===== config.mk =====
export PLATFORM = sky130hd
export DESIGN_NAME = tlc_front
export DESIGN_NICKNAME = d
export VERILOG_FILES = /design/src/tlc_pkg.sv /design/src/tlc_front.sv
export SDC_FILE = /design/constraint.sdc
export NUM_CORES = 1
export LEC_CHECK = 0
export BUFFER_PORTS_ARGS = -buffer_cell sky130_fd_sc_hd__buf_2
export CELL_PAD_IN_SITES_DETAIL_PLACEMENT = 0
export CELL_PAD_IN_SITES_GLOBAL_PLACEMENT = 1
export CORE_MARGIN = 2
export CORE_UTILIZATION = 40
export CTS_CLUSTER_DIAMETER = 120
export DETAILED_ROUTE_END_ITERATION = 10
export PLACE_DENSITY_LB_ADDON = 0.1
export SYNTH_ARGS = -nofsm -noshare
export SYNTH_HDL_FRONTEND = slang
export SYNTH_SLANG_ARGS = --single-unit
export TNS_END_PERCENT = 50

===== constraint.sdc =====
create_clock -name aclk -period 2.4 [get_ports aclk]
set_clock_uncertainty 0.2 [all_clocks]
set_input_delay 0.24 -clock aclk [delete_from_list [all_inputs] [get_ports aclk]]
set_output_delay 0.24 -clock aclk [all_outputs]
set_load 0.005 [all_outputs]

===== src/tlc_pkg.sv =====
// Shared constants and helpers for the two-level cache tag controller.
package tlc_pkg;

    localparam int DEF_FIRST_SETS   = 128;
    localparam int DEF_FIRST_WAYS   = 8;
    localparam int DEF_SECOND_SETS  = 4096;
    localparam int DEF_SECOND_WAYS  = 16;
    localparam int DEF_LINE_BYTES   = 64;
    localparam int DEF_ADDRESS_BITS = 27;

    localparam int SEED_W   = 16;
    localparam int FWAY_W   = 3;
    localparam int SWAY_W   = 4;
    localparam int VLINE_W  = 21;
    localparam int M_DATA_W = 40;

    localparam logic [SEED_W-1:0] LFSR_TAPS = 16'hB400;
    localparam logic [SEED_W-1:0] SEED_RESET = 16'd1;

    localparam logic OP_READ  = 1'b0;
    localparam logic OP_WRITE = 1'b1;

    function automatic logic [SEED_W-1:0] lfsr_step(input logic [SEED_W-1:0] v);
        logic [SEED_W-1:0] n;
        n = v >> 1;
        if (v[0]) begin
            n = n ^ LFSR_TAPS;
        end
        return n;
    endfunction

    function automatic logic [SEED_W-1:0] seed_value(input logic [SEED_W-1:0] s);
        return (s == '0) ? SEED_RESET : s;
    endfunction

endpackage


===== src/tlc_front.sv =====
// Input side: accept accesses, extract the line address, and queue them.
module tlc_front #(
    parameter int LINE_BYTES   = tlc_pkg::DEF_LINE_BYTES,
    parameter int ADDRESS_BITS = tlc_pkg::DEF_ADDRESS_BITS,
    parameter int S_DATA_W     = ((1 + ADDRESS_BITS + 7) / 8) * 8,
    parameter int LINE_W       = ADDRESS_BITS - $clog2(LINE_BYTES)
) (
    input  logic                aclk,
    input  logic                aresetn,
    input  logic                s_tvalid,
    output logic                s_tready,
    input  logic [S_DATA_W-1:0] s_tdata,
    output logic                q_valid,
    input  logic                q_pop,
    output logic                q_op,
    output logic [LINE_W-1:0]   q_line
);
    localparam int OFF_W = $clog2(LINE_BYTES);
    localparam int ENT_W = 1 + LINE_W;

    logic [ENT_W-1:0] entry_reg [2];
    logic             wptr_reg, wptr_next;
    logic             rptr_reg, rptr_next;
    logic [1:0]       count_reg, count_next;
    logic             push;
    logic [ENT_W-1:0] in_entry;

    assign s_tready = (count_reg != 2'd2);
    assign push     = s_tvalid && s_tready;
    assign q_valid  = (count_reg != 2'd0);
    assign in_entry = {s_tdata[ADDRESS_BITS:1+OFF_W], s_tdata[0]};
    assign q_op     = entry_reg[rptr_reg][0];
    assign q_line   = entry_reg[rptr_reg][ENT_W-1:1];

    always_comb begin
        wptr_next  = wptr_reg ^ push;
        rptr_next  = rptr_reg ^ q_pop;
        count_next = count_reg + 2'(push) - 2'(q_pop);
    end

    always_ff @(posedge aclk) begin
        if (!aresetn) begin
            wptr_reg  <= 1'b0;
            rptr_reg  <= 1'b0;
            count_reg <= 2'd0;
        end else begin
            wptr_reg  <= wptr_next;
            rptr_reg  <= rptr_next;
            count_reg <= count_next;
        end
        if (push) begin
            entry_reg[wptr_reg] <= in_entry;
        end
    end
endmodule


==> out/qor.yml, run 1 <==
crit_type: "reg2out"
postPlaceCellArea_um2: 2160
die_w_um: 71.5
finalCritPeriodShare_pct: 73.6
cts_tree: "built"
wirelength_um: 3020
leakage_nw: 0.967
synth_cell_type_count: 18
synth_xor_area_share_pct: 0.962
die_area_um2: 5110
grt_pass1_vias: 1165
fmax_ghz: 0.566
synthAdderAreaFrac_pct: 1.37
cts_max_path_buffers: 2
top_usage_layer: "met2"
critPathMaxFanout: 12
finalInstanceArea_um2: 2460
initial_core_util_pct: 41.6
firstDrtPassIters: 4
synth_seq_area_share_pct: 78.0
dpl_worst_slack_ns: 0.826
finalSetupTns_ns: 0
area_growth_pct: 35.1
worst_slack_ns: 0.634
largest_reg_flops: 44
grt_max_degree: 14
rsz0062_at_grt: "false"
place_congestion: 0.614
synth.area.mux_share_pct: 14.1
status: "finished, final reports clean"
drt_iter0_markers: 54
drc: 0
gr-usage-met3_pct: 5.06
avgSynthCellArea_um2: 19.6
final_common_cell: "buf_2"
hpwl_um: 2100
n_antenna_cell: 0
track_usage_pct: 13.4
viasPerCell: 4.69
drv_slew: 0
overflow: 0
synth_compound_area_share_pct: 0.824
finalSetupViolCount: 0
worst_pin_slew_ns: 0.201
synth_nets: 131
core_um2: 4380
placementRows: 24
antenna_found_initial: 0
synth_top_area_cell: "edfxtp_1"
grtUsageMet2_pct: 24.2
die-height_um: 71.5
root_buffer: "clkbuf_8"
synth_warnings: 0
met1_usage_pct: 14.1
final_cell_mix: "buf_2, edfxtp_1, mux2_1, dlygate4sd3_1, buf_4"
whs_ns: 0.0165
multi_input_area_um2: 380
ios: 60
clock_sinks: 49
synthSimpleGateAreaFrac_pct: 3.43
ir_drop_v: 0.000334
numPortBuffers: 49
synth_area_leaders: "edfxtp_1, mux2_1, dfxtp_1"
final_antenna_net_count: 0
cp-end-kind: "output port"
syn-cell-area_um2: 1820
cts_buffers: 5
timing.final.crit_period_ns: 1.77
nFillCells: 376
synth_top_family_by_area: "multiplexers"
final-seq-area_um2: 1420
finalHoldViolations: 0
p_total_mw: 1.76
cp.required_ns: 1.96
syn_inst: 93
grt_pass1_wl_um: 5020
hold_path_class: "in2reg"
p_per_area_nw_per_um2: 717
cts.htree.levels: 2
clock_latency_ns: 0.29
crit_path_start_kind: "flop"
path_clk_slew_ns: 0.07
drv_cap: 0
wire_per_inst_um: 13.3
drive_gt1_share_pct: 34.9
worstPathArrival_ns: 1.33
fin_nets: 213
ys_ff_latch: 49
maxSlewHeadroom_pct: 86.6
num_vias: 1064
yosys.area.top_type_share_pct: 72.5
[logic make-up after synthesis]
| kind of cell | count (synthesis) |
|---|---|
| AO/OA/AOI/OAI | 2 |
| XOR/XNOR | 2 |
| adder cells (fa/ha/maj) | 2 |
| buffers and inverters | 4 |
| flip-flops | 49 |
| multiplexers | 23 |
| AND/OR/NAND/NOR | 11 |
[layer usage]
layer  part of all wire [%]  up-vias
li1                       -      512
met1                     42      518
met3                    5.9        6
met5                      0        -
met2                     51       28
met4                    1.6        0
[critical path, cell delays in order (launching register included)]
cell and delay (ns):
dfxtp_1 0.33, buf_4 0.23, mux2_1 0.35, buf_2 0.13
[stage by stage]
stage / std cells / util [%]
2_1_floorplan: 93 / -
3_3_place_gp: 198 / 49.4
3_5_place_dp: 198 / 49.4
4_1_cts: 227 / 56.1
5_1_grt: 227 / 56.1
6_report: 227 / 56.1
[cells in the mapped netlist, drive strengths merged]
cell,count
a21bo,1
a21oi,1
and2,3
buf,2
dfxtp,5
edfxtp,44
ha,2
inv,2
mux2,22
mux2i,1
nand2,2
nand2b,2
nor2,1
nor2b,1
nor3b,1
or2,1
xnor2,1
xor2,1
[cell type report]
cell class	count	share of cell area (%)
timing repair buffer	77	20.7
sequential	49	57.8
inverter	2	0.305
clock buffer	6	2.95
tap	52	2.64
clock inverter	1	0.153
multi-input combinational	40	15.5
[timing repair]
item,CTS,global route
setup buffers,0,0
hold buffers,22,0
endpoints found under the hold margin,44,0
resized for setup,0,0
[power breakdown]
part,internal [mW],total [mW],switching (mW)
Clock,0.197,0.433,0.237
Sequential,1.03,1.05,0.0206
Combinational,0.150,0.284,0.134
Total,1.37,1.76,0.391
[final timing paths]
kind | to | slack [ns] | cells after the start | from
hold reg to reg | flop | 0.37 | 2 | rptr_reg
hold / removal | count_reg[0] | 0.02 | 2 | aresetn
setup reg to reg | entry_reg[0][2] | 0.82 | 5 | count_reg[0]
setup / recovery | q_op | 0.63 | 3 | flop
Power figures use the tool's default switching activity.
==> run 2, diff against run 1 <==
==> constraint.sdc (replaced) <==
create_clock -name aclk -period 1.9 [get_ports aclk]
set_clock_uncertainty 0.2 [all_clocks]
set_input_delay 0.19 -clock aclk [delete_from_list [all_inputs] [get_ports aclk]]
set_output_delay 0.19 -clock aclk [all_outputs]
set_load 0.005 [all_outputs]
==> out/qor.yml, run 2 (synthesized netlist as in run 1, its figures left out) <==
status: "finished, final reports clean"
leakage_nw: 0.982
rr_startpoint: "count_reg[0]"
finalSetupViolCount: 0
hold_start: "q_pop"
ios: 60
ir_drop_v: 0.000502
numPortBuffers: 49
die_area_um2: 5110
cts_max_path_buffers: 2
hold_path_class: "in2reg"
final_antenna_net_count: 0
post-cts-setup-buffers: 0
wire_per_inst_um: 13.0
num_vias: 1046
core_um2: 4380
drt_iter0_markers: 58
finalHoldViolations: 0
drv_slew: 0
wirelength_um: 3010
timing.final.crit_period_ns: 1.70
worstPathArrival_ns: 1.31
cp-end-kind: "output port"
crit_type: "reg2out"
clock_sinks: 49
placementRows: 24
hpwl_um: 2110
cp.required_ns: 1.51
cts.htree.levels: 2
track_usage_pct: 13.0
p_per_area_nw_per_um2: 906
grt_pass1_vias: 1149
worst_pin_slew_ns: 0.215
initial_core_util_pct: 41.6
hold_buffers: 23
n_antenna_cell: 0
cts_buffers: 5
instances_no_fill: 231
rsz0062_at_grt: "false"
drive_gt1_share_pct: 35.2
die_w_um: 71.5
path_clk_slew_ns: 0.08
fmax_ghz: 0.587
crit_path_start_kind: "flop"
final_common_cell: "buf_2"
dpl_worst_slack_ns: 0.316
root_buffer: "clkbuf_8"
drv_cap: 0
area_growth_pct: 36.7
clock_latency_ns: 0.29
grt_pass1_wl_um: 4970
firstDrtPassIters: 3
cts_tree: "built"
place_congestion: 0.672
finalSetupTns_ns: 0
drc: 0
die-height_um: 71.5
grt_max_degree: 16
overflow: 0
fin_nets: 216
maxSlewHeadroom_pct: 85.7
largest_reg_flops: 44
worst_slack_ns: 0.196
final_cell_mix: "buf_2, edfxtp_1, dlygate4sd3_1, mux2_1, buf_4"
antenna_found_initial: 0
finalCritPeriodShare_pct: 89.7
cts_resized: 0
critPathMaxFanout: 9
viasPerCell: 4.53
place_inst: 200
[run 2: cell count changes in the layout (fill, tap and decap cells not counted), sizes merged]
| cell | change |
|---|---|
| buf | +2 |
| clkbuf | +2 |
| clkinv | -1 |
| dlygate4sd3 | +1 |
[run 2: metal layers]
layer / share of wire (%) / track usage (%) / vias to the layer above
met2: 49 / 23.5 / 29
met4: 1.4 / 4.40 / 0
met5: 0 / 0 / -
li1: - / - / 519
met1: 44 / 14.3 / 492
met3: 5.1 / 4.50 / 6
[run 2: area by class of cell]
type / instances / area, µm²
inverters: 2 / 7.51
multi-input cells: 40 / 380
fillers: 373 / 1890
repair buffers: 80 / 536
well taps: 52 / 65.1
clock buffers: 8 / 80.1
flip-flops and latches: 49 / 1420
[run 2: stage by stage]
step	area [µm²]	hold WS [ns]	utilization, %	power, mW
finish	2490	0.0916	56.8	2.26
global route	2490	0.102	56.8	2.37
CTS	2490	0.0871	56.8	2.29
detailed placement	2180	0.181	49.7	1.69
global placement	2180	0.177	49.7	1.67
floorplan	1820	0.0889	-	1.51
[run 2: final timing paths]
check                           depth (start not counted)  slack, ns               end
worst max-delay path                                    3       0.20        q_line[20]
worst min register to register                          2       0.38              flop
worst max register to register                          5       0.32  entry_reg[0][14]
worst min-delay path                                    3       0.09              flop
[run 2: critical path: stages, from the launching register on]
cell	delay, ns
dfxtp_1	0.36
buf_4	0.19
mux2_1	0.34
buf_2	0.13
[run 2: where the power goes]
part           switching (mW)  internal (mW)
clock network           0.303          0.262
logic                   0.169          0.199
registers              0.0274           1.30
